File: config.mk
export PLATFORM = sky130hd
export DESIGN_NAME = best_fit_extent_allocator_flat
export DESIGN_NICKNAME = d
export VERILOG_FILES = /design/src/rtl/bfea_pkg.sv /design/src/rtl/bfea_if.sv /design/src/rtl/bfea_ctrl.sv /design/src/rtl/bfea_dp.sv /design/src/rtl/best_fit_extent_allocator.sv /design/src/flat_wrapper.sv
export SDC_FILE = /design/constraint.sdc
export NUM_CORES = 2
export LEC_CHECK = 0
export BUFFER_PORTS_ARGS = -buffer_cell sky130_fd_sc_hd__buf_4
export CORE_MARGIN = 2
export CORE_UTILIZATION = 55
export CTS_CLUSTER_DIAMETER = 100
export DETAILED_ROUTE_END_ITERATION = 8
export GPL_TIMING_DRIVEN = 0
export PLACE_DENSITY_LB_ADDON = 0.2
export SLEW_MARGIN = 20
export SYNTH_ARGS = -nofsm -noshare
export SYNTH_HDL_FRONTEND = slang
export SYNTH_SLANG_ARGS = --single-unit
File: constraint.sdc
create_clock -name clk -period 13.15 [get_ports clk]
set_input_delay 2.63 -clock clk [delete_from_list [all_inputs] [get_ports clk]]
set_output_delay 2.63 -clock clk [all_outputs]
set_load 0.02 [all_outputs]
File: src/rtl/bfea_pkg.sv
`timescale 1ns / 1ps
// ----------------------------------------------------------------------------
// Best-fit extent allocator package
// Shared widths, status codes, controller states and control structs.
// ----------------------------------------------------------------------------
package bfea_pkg;

  localparam int MAX_EXTENTS = 64;
  localparam int INDEX_BITS  = 24;

  localparam int IDX_W  = $clog2(MAX_EXTENTS);
  localparam int ADDR_W = INDEX_BITS;
  localparam int SIZE_W = INDEX_BITS + 1;
  localparam int END_W  = SIZE_W + 1;
  localparam int SUM_W  = SIZE_W + IDX_W;

  localparam logic [SIZE_W-1:0] TOTAL_MAX  = {1'b1, {ADDR_W{1'b0}}};
  localparam logic [IDX_W-1:0]  LAST_ENTRY = IDX_W'(MAX_EXTENTS - 1);

  typedef enum logic [1:0] {
    ST_OK   = 2'd0,
    ST_OOM  = 2'd1,
    ST_IGN  = 2'd2,
    ST_FULL = 2'd3
  } status_t;

  typedef enum logic {
    REQ_ALLOC   = 1'b0,
    REQ_RELEASE = 1'b1
  } req_kind_t;

  typedef enum logic [2:0] {
    S_INIT,
    S_IDLE,
    S_SCAN,
    S_SCAN_END,
    S_APPLY,
    S_SUM,
    S_SUM_END,
    S_DONE
  } ctrl_state_t;

  typedef struct packed {
    logic             init;
    logic             cfg_load;
    logic             req_load;
    logic             rd_en;
    logic             rd_sum;
    logic [IDX_W-1:0] rd_addr;
    logic             apply;
    logic             finish;
  } ctrl_cmd_t;

  typedef struct packed {
    logic out_busy;
  } ctrl_stat_t;

endpackage

File: src/rtl/bfea_if.sv
`timescale 1ns / 1ps
// ----------------------------------------------------------------------------
// Best-fit extent allocator channels
// Request, result and size-register write channels with valid/ready.
// ----------------------------------------------------------------------------
interface bfea_req_if;
  logic                          valid;
  logic                          ready;
  logic                          req_type;
  logic [bfea_pkg::SIZE_W-1:0]   block_size;
  logic [bfea_pkg::ADDR_W-1:0]   block_start;

  modport source (output valid, req_type, block_size, block_start, input ready);
  modport sink   (input valid, req_type, block_size, block_start, output ready);
endinterface

interface bfea_rsp_if;
  logic                          valid;
  logic                          ready;
  logic [1:0]                    status;
  logic [bfea_pkg::ADDR_W-1:0]   granted_start;
  logic [bfea_pkg::SIZE_W-1:0]   granted_size;
  logic [bfea_pkg::SIZE_W-1:0]   free_elements;
  logic [bfea_pkg::SIZE_W-1:0]   used_elements;

  modport source (output valid, status, granted_start, granted_size, free_elements,
                  used_elements, input ready);
  modport sink   (input valid, status, granted_start, granted_size, free_elements,
                  used_elements, output ready);
endinterface

interface bfea_cfg_if;
  logic                          valid;
  logic                          ready;
  logic [bfea_pkg::SIZE_W-1:0]   total_elements;

  modport source (output valid, total_elements, input ready);
  modport sink   (input valid, total_elements, output ready);
endinterface

File: src/rtl/bfea_ctrl.sv
`timescale 1ns / 1ps
// ----------------------------------------------------------------------------
// Best-fit extent allocator controller
// Sequences table init, the search pass, the table update and the recount pass.
// ----------------------------------------------------------------------------
module bfea_ctrl (
  input  logic                  clk,
  input  logic                  rst_n,
  input  logic                  in_valid,
  output logic                  in_ready,
  input  logic                  cfg_valid,
  output logic                  cfg_ready,
  input  bfea_pkg::ctrl_stat_t  stat,
  output bfea_pkg::ctrl_cmd_t   cmd
);

  bfea_pkg::ctrl_state_t         state_r, state_nxt;
  logic [bfea_pkg::IDX_W-1:0]    cnt_r, cnt_nxt;

  // State and entry counter
  always_ff @(posedge clk) begin
    if (!rst_n) begin
      state_r <= bfea_pkg::S_INIT;
      cnt_r   <= '0;
    end else begin
      state_r <= state_nxt;
      cnt_r   <= cnt_nxt;
    end
  end

  // Next state and commands
  always_comb begin
    state_nxt = state_r;
    cnt_nxt   = cnt_r;
    cmd       = '0;
    cmd.rd_addr = cnt_r;
    in_ready  = 1'b0;
    cfg_ready = 1'b0;
    unique case (state_r)
      bfea_pkg::S_INIT: begin
        cmd.init  = 1'b1;
        state_nxt = bfea_pkg::S_IDLE;
      end
      bfea_pkg::S_IDLE: begin
        cfg_ready = 1'b1;
        in_ready  = !cfg_valid;
        if (cfg_valid) begin
          cmd.cfg_load = 1'b1;
          state_nxt    = bfea_pkg::S_INIT;
        end else if (in_valid) begin
          cmd.req_load = 1'b1;
          cnt_nxt      = '0;
          state_nxt    = bfea_pkg::S_SCAN;
        end
      end
      bfea_pkg::S_SCAN: begin
        cmd.rd_en = 1'b1;
        if (cnt_r == bfea_pkg::LAST_ENTRY) begin
          cnt_nxt   = '0;
          state_nxt = bfea_pkg::S_SCAN_END;
        end else begin
          cnt_nxt = cnt_r + 1'b1;
        end
      end
      bfea_pkg::S_SCAN_END: begin
        state_nxt = bfea_pkg::S_APPLY;
      end
      bfea_pkg::S_APPLY: begin
        cmd.apply = 1'b1;
        cnt_nxt   = '0;
        state_nxt = bfea_pkg::S_SUM;
      end
      bfea_pkg::S_SUM: begin
        cmd.rd_en  = 1'b1;
        cmd.rd_sum = 1'b1;
        if (cnt_r == bfea_pkg::LAST_ENTRY) begin
          cnt_nxt   = '0;
          state_nxt = bfea_pkg::S_SUM_END;
        end else begin
          cnt_nxt = cnt_r + 1'b1;
        end
      end
      bfea_pkg::S_SUM_END: begin
        state_nxt = bfea_pkg::S_DONE;
      end
      bfea_pkg::S_DONE: begin
        // Hold until the result register is free
        if (!stat.out_busy) begin
          cmd.finish = 1'b1;
          state_nxt  = bfea_pkg::S_IDLE;
        end
      end
      default: begin
        state_nxt = bfea_pkg::S_INIT;
      end
    endcase
  end

endmodule

File: src/rtl/bfea_dp.sv
`timescale 1ns / 1ps
// ----------------------------------------------------------------------------
// Best-fit extent allocator datapath
// Extent table memory, scan evaluation, table update, recount and result register.
// ----------------------------------------------------------------------------
module bfea_dp (
  input  logic                          clk,
  input  logic                          rst_n,
  input  bfea_pkg::ctrl_cmd_t           cmd,
  output bfea_pkg::ctrl_stat_t          stat,
  input  logic [bfea_pkg::SIZE_W-1:0]   cfg_total,
  input  logic                          in_req_type,
  input  logic [bfea_pkg::SIZE_W-1:0]   in_block_size,
  input  logic [bfea_pkg::ADDR_W-1:0]   in_block_start,
  output logic                          out_valid,
  input  logic                          out_ready,
  output logic [1:0]                    out_status,
  output logic [bfea_pkg::ADDR_W-1:0]   out_granted_start,
  output logic [bfea_pkg::SIZE_W-1:0]   out_granted_size,
  output logic [bfea_pkg::SIZE_W-1:0]   out_free_elements,
  output logic [bfea_pkg::SIZE_W-1:0]   out_used_elements
);

  localparam int IW = bfea_pkg::IDX_W;
  localparam int AW = bfea_pkg::ADDR_W;
  localparam int SW = bfea_pkg::SIZE_W;
  localparam int EW = bfea_pkg::END_W;

  // Extent table
  logic [AW-1:0] mem_beg [bfea_pkg::MAX_EXTENTS];
  logic [SW-1:0] mem_len [bfea_pkg::MAX_EXTENTS];
  logic [bfea_pkg::MAX_EXTENTS-1:0] valid_r;

  logic [SW-1:0] total_r;
  logic          type_r;
  logic [SW-1:0] size_r;
  logic [AW-1:0] start_r;

  logic [AW-1:0] rd_beg_r;
  logic [SW-1:0] rd_len_r;
  logic          rd_val_r, rd_pend_r, rd_sum_r;
  logic [IW-1:0] rd_idx_r;

  logic          best_fnd_r, aft_fnd_r, bef_fnd_r, slot_fnd_r;
  logic [IW-1:0] best_idx_r, aft_idx_r, bef_idx_r, slot_idx_r;
  logic [AW-1:0] best_beg_r, aft_beg_r, bef_beg_r;
  logic [SW-1:0] best_len_r, aft_len_r;
  logic [bfea_pkg::SUM_W-1:0] sum_r;

  bfea_pkg::status_t st_r, st_nxt;
  logic [AW-1:0] gstart_r, gstart_nxt;
  logic [SW-1:0] gsize_r, gsize_nxt;

  logic          out_valid_r;
  logic [1:0]    out_status_r;
  logic [AW-1:0] out_gstart_r;
  logic [SW-1:0] out_gsize_r, out_free_r, out_used_r;

  logic [EW-1:0] req_end, rd_end, new_end;
  logic [AW-1:0] new_beg;
  logic          wr_en, clr_en, set_en;
  logic [IW-1:0] wr_idx, clr_idx;
  logic [AW-1:0] wr_beg;
  logic [SW-1:0] wr_len;
  logic [SW-1:0] free_val;
  logic [SW-1:0] cfg_sat;

  assign req_end = EW'(start_r) + EW'(size_r);
  assign rd_end  = EW'(rd_beg_r) + EW'(rd_len_r);

  // Saturate a size write into 1 .. 2^INDEX_BITS
  always_comb begin
    cfg_sat = cfg_total;
    if (cfg_total == '0) cfg_sat = SW'(1);
    else if (cfg_total > bfea_pkg::TOTAL_MAX) cfg_sat = bfea_pkg::TOTAL_MAX;
  end

  // Capture size register and request
  always_ff @(posedge clk) begin
    if (!rst_n) begin
      total_r <= bfea_pkg::TOTAL_MAX;
    end else if (cmd.cfg_load) begin
      total_r <= cfg_sat;
    end
  end

  always_ff @(posedge clk) begin
    if (cmd.req_load) begin
      type_r  <= in_req_type;
      size_r  <= in_block_size;
      start_r <= in_block_start;
    end
  end

  // Update decision for the table
  always_comb begin
    st_nxt     = bfea_pkg::ST_OK;
    gstart_nxt = '0;
    gsize_nxt  = '0;
    wr_en      = 1'b0;
    wr_idx     = best_idx_r;
    wr_beg     = best_beg_r;
    wr_len     = best_len_r - size_r;
    clr_en     = 1'b0;
    clr_idx    = best_idx_r;
    set_en     = 1'b0;
    new_end    = aft_fnd_r ? EW'(aft_beg_r) + EW'(aft_len_r) : req_end;
    new_beg    = bef_fnd_r ? bef_beg_r : start_r;
    if (type_r == bfea_pkg::REQ_ALLOC) begin
      if (size_r == '0) begin
        st_nxt = bfea_pkg::ST_IGN;
      end else if (!best_fnd_r) begin
        st_nxt = bfea_pkg::ST_OOM;
      end else begin
        gstart_nxt = AW'(EW'(best_beg_r) + EW'(best_len_r) - EW'(size_r));
        gsize_nxt  = size_r;
        if (best_len_r == size_r) clr_en = 1'b1;
        else wr_en = 1'b1;
      end
    end else begin
      if (size_r == '0 || req_end > EW'(total_r)) begin
        st_nxt = bfea_pkg::ST_IGN;
      end else begin
        wr_beg = new_beg;
        wr_len = SW'(new_end - EW'(new_beg));
        if (bef_fnd_r && aft_fnd_r && bef_idx_r != aft_idx_r) begin
          clr_en  = 1'b1;
          clr_idx = aft_idx_r;
          wr_idx  = bef_idx_r;
          wr_en   = 1'b1;
        end else if (bef_fnd_r) begin
          wr_idx = bef_idx_r;
          wr_en  = 1'b1;
        end else if (aft_fnd_r) begin
          wr_idx = aft_idx_r;
          wr_en  = 1'b1;
        end else if (slot_fnd_r) begin
          wr_idx = slot_idx_r;
          wr_en  = 1'b1;
        end else begin
          st_nxt = bfea_pkg::ST_FULL;
        end
        set_en = wr_en;
      end
    end
  end

  // Table memory: one write port, one registered read port
  always_ff @(posedge clk) begin
    if (cmd.init) begin
      mem_beg[0] <= '0;
      mem_len[0] <= total_r;
    end else if (cmd.apply && wr_en) begin
      mem_beg[wr_idx] <= wr_beg;
      mem_len[wr_idx] <= wr_len;
    end
    if (cmd.rd_en) begin
      rd_beg_r <= mem_beg[cmd.rd_addr];
      rd_len_r <= mem_len[cmd.rd_addr];
      rd_val_r <= valid_r[cmd.rd_addr];
      rd_idx_r <= cmd.rd_addr;
      rd_sum_r <= cmd.rd_sum;
    end
  end

  // Entry valid bits
  always_ff @(posedge clk) begin
    if (!rst_n || cmd.init) begin
      valid_r <= {{(bfea_pkg::MAX_EXTENTS-1){1'b0}}, 1'b1};
    end else if (cmd.apply) begin
      if (clr_en) valid_r[clr_idx] <= 1'b0;
      if (set_en) valid_r[wr_idx]  <= 1'b1;
    end
  end

  always_ff @(posedge clk) begin
    if (!rst_n) rd_pend_r <= 1'b0;
    else        rd_pend_r <= cmd.rd_en;
  end

  // Scan evaluation: best fit, neighbors, free slot, and recount
  always_ff @(posedge clk) begin
    if (!rst_n || cmd.req_load) begin
      best_fnd_r <= 1'b0;
      aft_fnd_r  <= 1'b0;
      bef_fnd_r  <= 1'b0;
      slot_fnd_r <= 1'b0;
      sum_r      <= '0;
    end else if (rd_pend_r && rd_sum_r) begin
      if (rd_val_r) sum_r <= sum_r + bfea_pkg::SUM_W'(rd_len_r);
    end else if (rd_pend_r) begin
      if (type_r == bfea_pkg::REQ_ALLOC) begin
        if (rd_val_r && rd_len_r >= size_r &&
            (!best_fnd_r || rd_len_r < best_len_r ||
             (rd_len_r == best_len_r && rd_beg_r < best_beg_r))) begin
          best_fnd_r <= 1'b1;
          best_idx_r <= rd_idx_r;
          best_beg_r <= rd_beg_r;
          best_len_r <= rd_len_r;
        end
      end else if (!rd_val_r) begin
        if (!slot_fnd_r) begin
          slot_fnd_r <= 1'b1;
          slot_idx_r <= rd_idx_r;
        end
      end else begin
        if (!aft_fnd_r && EW'(rd_beg_r) == req_end) begin
          aft_fnd_r <= 1'b1;
          aft_idx_r <= rd_idx_r;
          aft_beg_r <= rd_beg_r;
          aft_len_r <= rd_len_r;
        end
        if (!bef_fnd_r && rd_end == EW'(start_r)) begin
          bef_fnd_r <= 1'b1;
          bef_idx_r <= rd_idx_r;
          bef_beg_r <= rd_beg_r;
        end
      end
    end
  end

  // Hold the outcome of the update
  always_ff @(posedge clk) begin
    if (cmd.apply) begin
      st_r     <= st_nxt;
      gstart_r <= gstart_nxt;
      gsize_r  <= gsize_nxt;
    end
  end

  assign free_val = (sum_r > bfea_pkg::SUM_W'(total_r)) ? total_r : SW'(sum_r);

  // Result register
  always_ff @(posedge clk) begin
    if (!rst_n) begin
      out_valid_r <= 1'b0;
    end else if (cmd.finish) begin
      out_valid_r <= 1'b1;
    end else if (out_ready) begin
      out_valid_r <= 1'b0;
    end
  end

  always_ff @(posedge clk) begin
    if (cmd.finish) begin
      out_status_r <= st_r;
      out_gstart_r <= gstart_r;
      out_gsize_r  <= gsize_r;
      out_free_r   <= free_val;
      out_used_r   <= total_r - free_val;
    end
  end

  assign stat.out_busy     = out_valid_r && !out_ready;
  assign out_valid         = out_valid_r;
  assign out_status        = out_status_r;
  assign out_granted_start = out_gstart_r;
  assign out_granted_size  = out_gsize_r;
  assign out_free_elements = out_free_r;
  assign out_used_elements = out_used_r;

endmodule

File: src/rtl/best_fit_extent_allocator.sv
`timescale 1ns / 1ps
// ----------------------------------------------------------------------------
// Best-fit extent allocator
// Free-extent table with best-fit allocation and coalescing release.
// ----------------------------------------------------------------------------
// Each request goes through these steps after it is accepted: one pass over
// the 64-entry extent table to find the best fit or the release neighbors and
// a free slot (all 64 entries are read, then the last entry is evaluated), an
// update of the table, a second pass to recount the free total (all 64
// entries are read, then the last entry is summed) and the load of the result
// register, both passes through the single read port of the table memory, one
// entry per cycle. The block is ready again in the cycle after the result is
// loaded; while a finished result waits on a stalled output, that load is held
// back. One request is in work at a time; a new request is taken while the
// previous result still waits in the output register. After reset and after
// every write of total_elements the table is rebuilt.
module best_fit_extent_allocator (
  input  logic            clk,
  input  logic            rst_n,
  bfea_req_if.sink        in_ch,
  bfea_rsp_if.source      out_ch,
  bfea_cfg_if.sink        cfg_ch
);

  bfea_pkg::ctrl_cmd_t  cmd;
  bfea_pkg::ctrl_stat_t stat;

  bfea_ctrl u_ctrl (
    .clk       (clk),
    .rst_n     (rst_n),
    .in_valid  (in_ch.valid),
    .in_ready  (in_ch.ready),
    .cfg_valid (cfg_ch.valid),
    .cfg_ready (cfg_ch.ready),
    .stat      (stat),
    .cmd       (cmd)
  );

  bfea_dp u_dp (
    .clk               (clk),
    .rst_n             (rst_n),
    .cmd               (cmd),
    .stat              (stat),
    .cfg_total         (cfg_ch.total_elements),
    .in_req_type       (in_ch.req_type),
    .in_block_size     (in_ch.block_size),
    .in_block_start    (in_ch.block_start),
    .out_valid         (out_ch.valid),
    .out_ready         (out_ch.ready),
    .out_status        (out_ch.status),
    .out_granted_start (out_ch.granted_start),
    .out_granted_size  (out_ch.granted_size),
    .out_free_elements (out_ch.free_elements),
    .out_used_elements (out_ch.used_elements)
  );

endmodule
File: src/flat_wrapper.sv
// flat-port wrapper written by rule: the top's interface ports become plain ports
module best_fit_extent_allocator_flat 
  (clk, rst_n, in_ch_valid, in_ch_req_type, in_ch_block_size, in_ch_block_start, in_ch_ready, out_ch_valid, out_ch_status, out_ch_granted_start, out_ch_granted_size, out_ch_free_elements, out_ch_used_elements, out_ch_ready, cfg_ch_valid, cfg_ch_total_elements, cfg_ch_ready);
  bfea_req_if in_ch_i ();
  bfea_rsp_if out_ch_i ();
  bfea_cfg_if cfg_ch_i ();
  input  logic clk;
  input  logic rst_n;
  input wire logic [$bits(in_ch_i.valid)-1:0] in_ch_valid;
  input wire logic [$bits(in_ch_i.req_type)-1:0] in_ch_req_type;
  input wire logic [$bits(in_ch_i.block_size)-1:0] in_ch_block_size;
  input wire logic [$bits(in_ch_i.block_start)-1:0] in_ch_block_start;
  output wire logic [$bits(in_ch_i.ready)-1:0] in_ch_ready;
  output wire logic [$bits(out_ch_i.valid)-1:0] out_ch_valid;
  output wire logic [$bits(out_ch_i.status)-1:0] out_ch_status;
  output wire logic [$bits(out_ch_i.granted_start)-1:0] out_ch_granted_start;
  output wire logic [$bits(out_ch_i.granted_size)-1:0] out_ch_granted_size;
  output wire logic [$bits(out_ch_i.free_elements)-1:0] out_ch_free_elements;
  output wire logic [$bits(out_ch_i.used_elements)-1:0] out_ch_used_elements;
  input wire logic [$bits(out_ch_i.ready)-1:0] out_ch_ready;
  input wire logic [$bits(cfg_ch_i.valid)-1:0] cfg_ch_valid;
  input wire logic [$bits(cfg_ch_i.total_elements)-1:0] cfg_ch_total_elements;
  output wire logic [$bits(cfg_ch_i.ready)-1:0] cfg_ch_ready;
  assign in_ch_i.valid = in_ch_valid;
  assign in_ch_i.req_type = in_ch_req_type;
  assign in_ch_i.block_size = in_ch_block_size;
  assign in_ch_i.block_start = in_ch_block_start;
  assign in_ch_ready = in_ch_i.ready;
  assign out_ch_valid = out_ch_i.valid;
  assign out_ch_status = out_ch_i.status;
  assign out_ch_granted_start = out_ch_i.granted_start;
  assign out_ch_granted_size = out_ch_i.granted_size;
  assign out_ch_free_elements = out_ch_i.free_elements;
  assign out_ch_used_elements = out_ch_i.used_elements;
  assign out_ch_i.ready = out_ch_ready;
  assign cfg_ch_i.valid = cfg_ch_valid;
  assign cfg_ch_i.total_elements = cfg_ch_total_elements;
  assign cfg_ch_ready = cfg_ch_i.ready;
  best_fit_extent_allocator u_core (.clk(clk), .rst_n(rst_n), .in_ch(in_ch_i), .out_ch(out_ch_i), .cfg_ch(cfg_ch_i));
endmodule
Yosys cells after proc, flatten, opt, wreduce, memory -nomap -nowiden
Memory sizes are Yosys's and may differ from the RTL's. A register that Yosys moved wholly into a read port is not among the register bits. Index checks and enable logic that the tools add are counted.

Register bits after elaboration: 491. Bits in writable memories: 3136. Output and inout bits: 104. Logic and storage cells: 215. Memories kept: 2.

$add $sub $neg: 10. Magnitude comparators: 11. Equality and inequality tests: 19. Mux-type cells: 87. Bitwise gates (word level): 9. Reductions and logical operators: 43.

Memories: u_core.u_dp.mem_len (depth 64, bits a word 25, read ports 1, clocked after memory_dff 1, wr ports 1, line bfea_dp.sv:31) `logic [SW-1:0] mem_len [bfea_pkg::MAX_EXTENTS];`; u_core.u_dp.mem_beg (depth 64, bits a word 24, read ports 1, clocked after memory_dff 1, wr ports 1, line bfea_dp.sv:30) `logic [AW-1:0] mem_beg [bfea_pkg::MAX_EXTENTS];`.

Operators by type and width (count): 64-bit 2-to-1 mux (4); 25-bit 2-to-1 mux (7); 24-bit 2-to-1 mux (4); 6-bit 2-to-1 mux (14); 64-bit AND (1); 64-bit NOT (1); 64-bit bitwise OR (1); 24-bit by 25-bit adder with 26-bit output (2); 25-bit equality test (2); 25-bit logical NOT (2); 25-bit subtractor (2); 1-bit 2-to-1 mux (40); 31-bit by 25-bit adder with 31-bit output (1); 31-bit by 25-bit > comparator with 1-bit output (1); 24-bit by 26-bit equality test with 1-bit output (1); 26-bit by 24-bit equality test with 1-bit output (1); 26-bit by 25-bit > comparator with 1-bit output (1); 24-bit by 25-bit adder with 25-bit output (1); 25-bit >= comparator (1); 25-bit > comparator (second input constant) (1); 25-bit < comparator (1); 25-bit OR reduction (1); 25-bit by 24-bit subtractor with 25-bit output (1); 24-bit adder (1); other kinds (33) (87).

Depth between registers and ports, before layout
Depth after elaboration: 16. Depth in mapped cells: 26. Mapped depth without buffers: 24.

Cells and area by module
From an unflattened synthesis, not the netlist that was laid out.

Cells, all modules: 8076. Area total of the unflattened synthesis: 154132.8 um^2.

By module, submodules not included: bfea_dp (times used 1, cells an instance 8006, area each 153546.0 um^2); bfea_ctrl (times used 1, cells an instance 70, area each 586.8 um^2).

Worst setup path before layout
No wires, ideal clock.

Path type: input to register. Start: input port out_ch_ready. End: register u_core.u_dp.out_free_r[0] (netlist: u_core.u_dp.out_free_elements[0]) (enable). Library setup time: 0.708 ns. Arrival time: 10.053 ns. Required time: 12.442 ns. Path slack: 2.389 ns. Stages on the path: 2. Buffers on the path: 0. Path through: nor2b_1 nor3b_1.

RTL lines: start: declaration (line flat_wrapper.sv:20) `input wire logic [$bits(out_ch_i.ready)-1:0] out_ch_ready;`; end signal: assignment (line bfea_dp.sv:249) `out_free_r <= free_val;`; end: declaration (line bfea_dp.sv:57) `logic [SW-1:0] out_gsize_r, out_free_r, out_used_r;`.

Final worst setup path
Start: register u_core.u_dp.size_r[0]. End: memory u_core.u_dp.mem_beg[18][0] in the netlist's numbering (enable).

Cells in the longest elaborated chain, start to end: 11.

RTL lines: start: declaration (line bfea_dp.sv:36) `logic [SW-1:0] size_r;`; start signal: assignment (line bfea_dp.sv:90) `size_r <= in_block_size;`; 24-bit by 25-bit adder with 26-bit output / 25-bit equality test (equally long branches) (line bfea_dp.sv:68, bfea_dp.sv:117); 26-bit by 25-bit > comparator with 1-bit output / 1-bit 2-to-1 mux (equally long branches) (line bfea_dp.sv:121, bfea_dp.sv:117); 1-bit logical OR / 1-bit 2-to-1 mux (equally long branches) (line bfea_dp.sv:121, bfea_dp.sv:112); 1-bit 2-to-1 mux (on tied branches) (line bfea_dp.sv:121, bfea_dp.sv:110); 1-bit 2-to-1 mux (line bfea_dp.sv:109) `if (type_r == bfea_pkg::REQ_ALLOC) begin`; 1-bit logical AND (line bfea_dp.sv:153) `end else if (cmd.apply && wr_en) begin`; 1-bit 2-to-1 mux (line bfea_dp.sv:153); 1-bit 2-to-1 mux (line bfea_dp.sv:150) `if (cmd.init) begin`; 1-bit 2-to-1 mux (implied by the code) (line bfea_dp.sv:154) `mem_beg[wr_idx] <= wr_beg;`; 24-bit OR reduction (no source line); 6-bit 2-to-1 mux (no source line) / 1-bit 2-to-1 mux (equally long branches); end: declaration (line bfea_dp.sv:30).

Several ways; a longest one is shown, not always the timed one.

==> out/results.ini <==
[synthesis]
synth_fp_nets=8380
synth-edff-count=3541
synth_common_cells=edfxtp_1, mux4_2, nor2_1
synth_ff_type=edfxtp_1
synth.avg_cell_area_um2=19.30
synth_warnings=0
synthArstFlopShare_pct=0
yosysMostFrequentCell=edfxtp_1
yosys_register_bits=3676
synth_area_leaders=edfxtp_1, mux4_2, ha_1, dfxtp_1, a21oi_1
yosys.area.top_type=edfxtp_1
synthesis.area_um2=153500
ys_seq_area_share_pct=71.02
syn_inst=7954
synth_top_area_share_pct=69.26
yosys.cell_types.count=95

[timing]
finalSetupViolations=0
tightest_slew_ps=1370
drv_slew=0
hold_violations=0
final.period_utilization_pct=62.83
maxSlewHeadroom_pct=8.695
max_freq_mhz=121.0
rsz0062_at_grt=false
fin_worst_skew_ps=114.2
finalCriticalPeriod_ps=8262

[power_and_ir_drop]
ir_drop_mv=0.1146
p_leak_nw=61.98
p_per_area_nw_per_um2=154.2

[critical_path]
r2r_slack_ps=4890
crit_type=reg2reg
path_max_fanout=13
timing.rr.end=u_core.u_dp.mem_beg[18][0]
arrival_ps=8910
start_kind=flip-flop
critPathCaptureType=flip-flop
worstSetupStartpoint=u_core.u_dp.size_r[0]
critPathTopFamily=compound AO/OA/AOI/OAI gates
crit_required_ps=13800
r2r_cells=23
slowest_delay_ps=900
r2r-start=u_core.u_dp.size_r[0]
crit_buf_inv=5
critPathSlowestCell=o21ai_1
path_cells=ha_1 > inv_1 > fa_1 > nand2b_1 > a211o_1 > a21oi_1 > a21oi_1 > a21o_1 > xnor2_1 > ha_1 > nand4_1 > nor2_1 > o21ai_0 > a31oi_1 > o211ai_1 > nand4_1 > o21ai_1 > buf_2 > o21ai_2 > nor2_4 > buf_8 > buf_12 > buf_16

[floorplanning]
die_x_um=532.3
fp.dieH_um=532.3
start_util_pct=55.43
rows=193
core_area_um2=277000
io_pins=184
die_area_um2=283400

[placed_design]
dp_cells=12215
numPortBuffers=183
gp_congestion=1.040
dp_hpwl_um=348900
placed_area_um2=168300

[global_routing]
grt_pass1_vias=86198
grt_usage_pct=34.55
antenna_found_initial=22
grt_max_degree=65
grt_pass1_wl_um=676200
grt_overflow=0

[drt]
wl_per_cell_um=38.03
drc=0
via_count=87787
avgViaCountPerCell=6.789
drt_iter0_markers=13184
firstDrtPassIters=6
wl_um=491800
ant_nets=0

[clock_network]
clockRootBuffer=clkbuf_16
post_cts_buffers=0
cts_resized=0
cts_hold_buf=0
cts_buffer_depth=4
numClockSinks=3676
htreeDepth=5
cts_made_buffers=372
clkLatencyLatePin_ps=990
cts_tree=done
clk_pin_slew_worst_paths_ps=60

[final_layout]
final_util_pct=65.27
drive_gt1_share_pct=26.96
area_growth_pct=17.76
n_fill_cell=18002
nNetsFinal=9312
fin_area_um2=180800
finalNonFillerCells=12931

[status]
run_status=complete, no violations

[min_path]
holdPathEnd=u_core.u_dp.out_granted_start[0]
holdCritStartpoint=u_core.u_dp.gstart_r[0]
min_path_cells=0
hp-class=reg2reg

[flow_run]
maxCapViolCount=0

## per-layer routing
metal	up-vias	track usage (%)	share of wire, %
met4	12	20.30	7.1
met1	45880	44.72	35
met5	-	0	0.018
met3	1198	7.516	11
li1	34735	-	-
met2	5962	54.40	47
## cells by family (layout without fill, tap and decap cells)
group           Yosys count  count (layout)  share of synthesized area (%)
xor+xnor                200             200                          1.222
other cells               0              25                              0
flops                  3676            3676                          71.02
simple gates           1046            1046                          3.349
mux                    1108            1108                          15.79
fa+ha+maj               347             347                          2.973
buf+inv                 566            1813                          1.412
compound gates         1011            1011                          4.227
## cell usage in the layout (no fill, tap or decap), types with 48 or more instances in the layout
cell type | synthesis | routed
nor2_1 | 321 | 258
xnor2_1 | 110 | 104
buf_6 | 2 | 63
clkbuf_2 | 0 | 83
buf_4 | 1 | 211
clkbuf_1 | 256 | 255
clkinv_2 | 0 | 64
nand4_1 | 48 | 48
a21oi_1 | 266 | 251
clkbuf_16 | 0 | 378
xor2_1 | 81 | 81
nor2b_1 | 71 | 71
buf_16 | 0 | 139
nand2_1 | 244 | 244
mux4_2 | 1050 | 1050
o21ai_0 | 233 | 231
o211ai_1 | 59 | 59
nand3_1 | 66 | 66
buf_12 | 0 | 116
buf_2 | 20 | 63
nor2_4 | 1 | 64
nor3_1 | 73 | 72
a21o_1 | 94 | 94
ha_1 | 316 | 316
dfxtp_1 | 135 | 135
inv_1 | 216 | 214
edfxtp_1 | 3541 | 3541
o21a_1 | 76 | 76
clkinv_1 | 0 | 75
## layout make-up
cell class | count | area (µm²) | share of cell area, %
Antenna cell | 25 | 62.56 | 0.03460
Multi-Input combinational cell | 3712 | 43530 | 24.08
Tap cell | 3705 | 4636 | 2.564
Clock buffer | 453 | 9751 | 5.393
Clock inverter | 236 | 2586 | 1.431
Sequential cell | 3676 | 109000 | 60.31
Inverter | 216 | 813.3 | 0.4498
Timing Repair Buffer | 558 | 8862 | 4.902
Buffer | 350 | 1515 | 0.8381
## per-stage QoR
| step | setup WS, ps | power [mW] | hold WS (ps) | TNS [ps] |
|---|---|---|---|---|
| 2_1_floorplan | 2389 | 15.67 | 400.3 | 0 |
| 3_3_place_gp | -161.9 | 17.07 | 403.2 | -23120 |
| 3_5_place_dp | 5096 | 17.25 | 404.5 | 0 |
| 4_1_cts | 5012 | 27.86 | 399.3 | 0 |
| 5_1_grt | 4762 | 28.55 | 411.0 | 0 |
| 6_report | 4888 | 27.88 | 407.6 | 0 |
## worst max-delay path by stage
stage,endpoint,slack (ps),depth (start not counted)
global route,u_core.u_dp.mem_len[27][23],4760,25
global placement,u_core.u_dp.mem_beg[62][4],-160,22
finish,u_core.u_dp.mem_beg[18][0],4890,23
floorplan,u_core.u_dp.out_free_elements[0],2390,2
CTS,u_core.u_dp.mem_len[43][3],5010,22
detailed placement,u_core.u_dp.mem_len[27][3],5100,22
## report_power, final
| group | internal, mW | total [mW] | switching (mW) |
|---|---|---|---|
| logic | 1.51 | 3.88 | 2.37 |
| clock network | 6.14 | 10.8 | 4.62 |
| registers | 13.0 | 13.2 | 0.242 |
| total | 20.7 | 27.9 | 7.23 |
## registers in the layout, indices dropped and copies added, names as in the netlist, 25 cells and up
signal and flops:
u_core.u_dp.total_r 25, u_core.u_dp.out_free_elements 25, u_core.u_dp.mem_beg 1536, u_core.u_dp.out_used_elements 25, u_core.u_dp.mem_len 1600, u_core.u_dp.aft_len_r 25, u_core.u_dp.rd_len_r 25, u_core.u_dp.gsize_r 25
u_core.u_dp.sum_r 31, u_core.u_dp.size_r 25, u_core.u_dp.best_len_r 25, u_core.u_dp.valid_r 64, u_core.u_dp.out_granted_size 25
No activity file was read; power rests on OpenSTA's default activity.
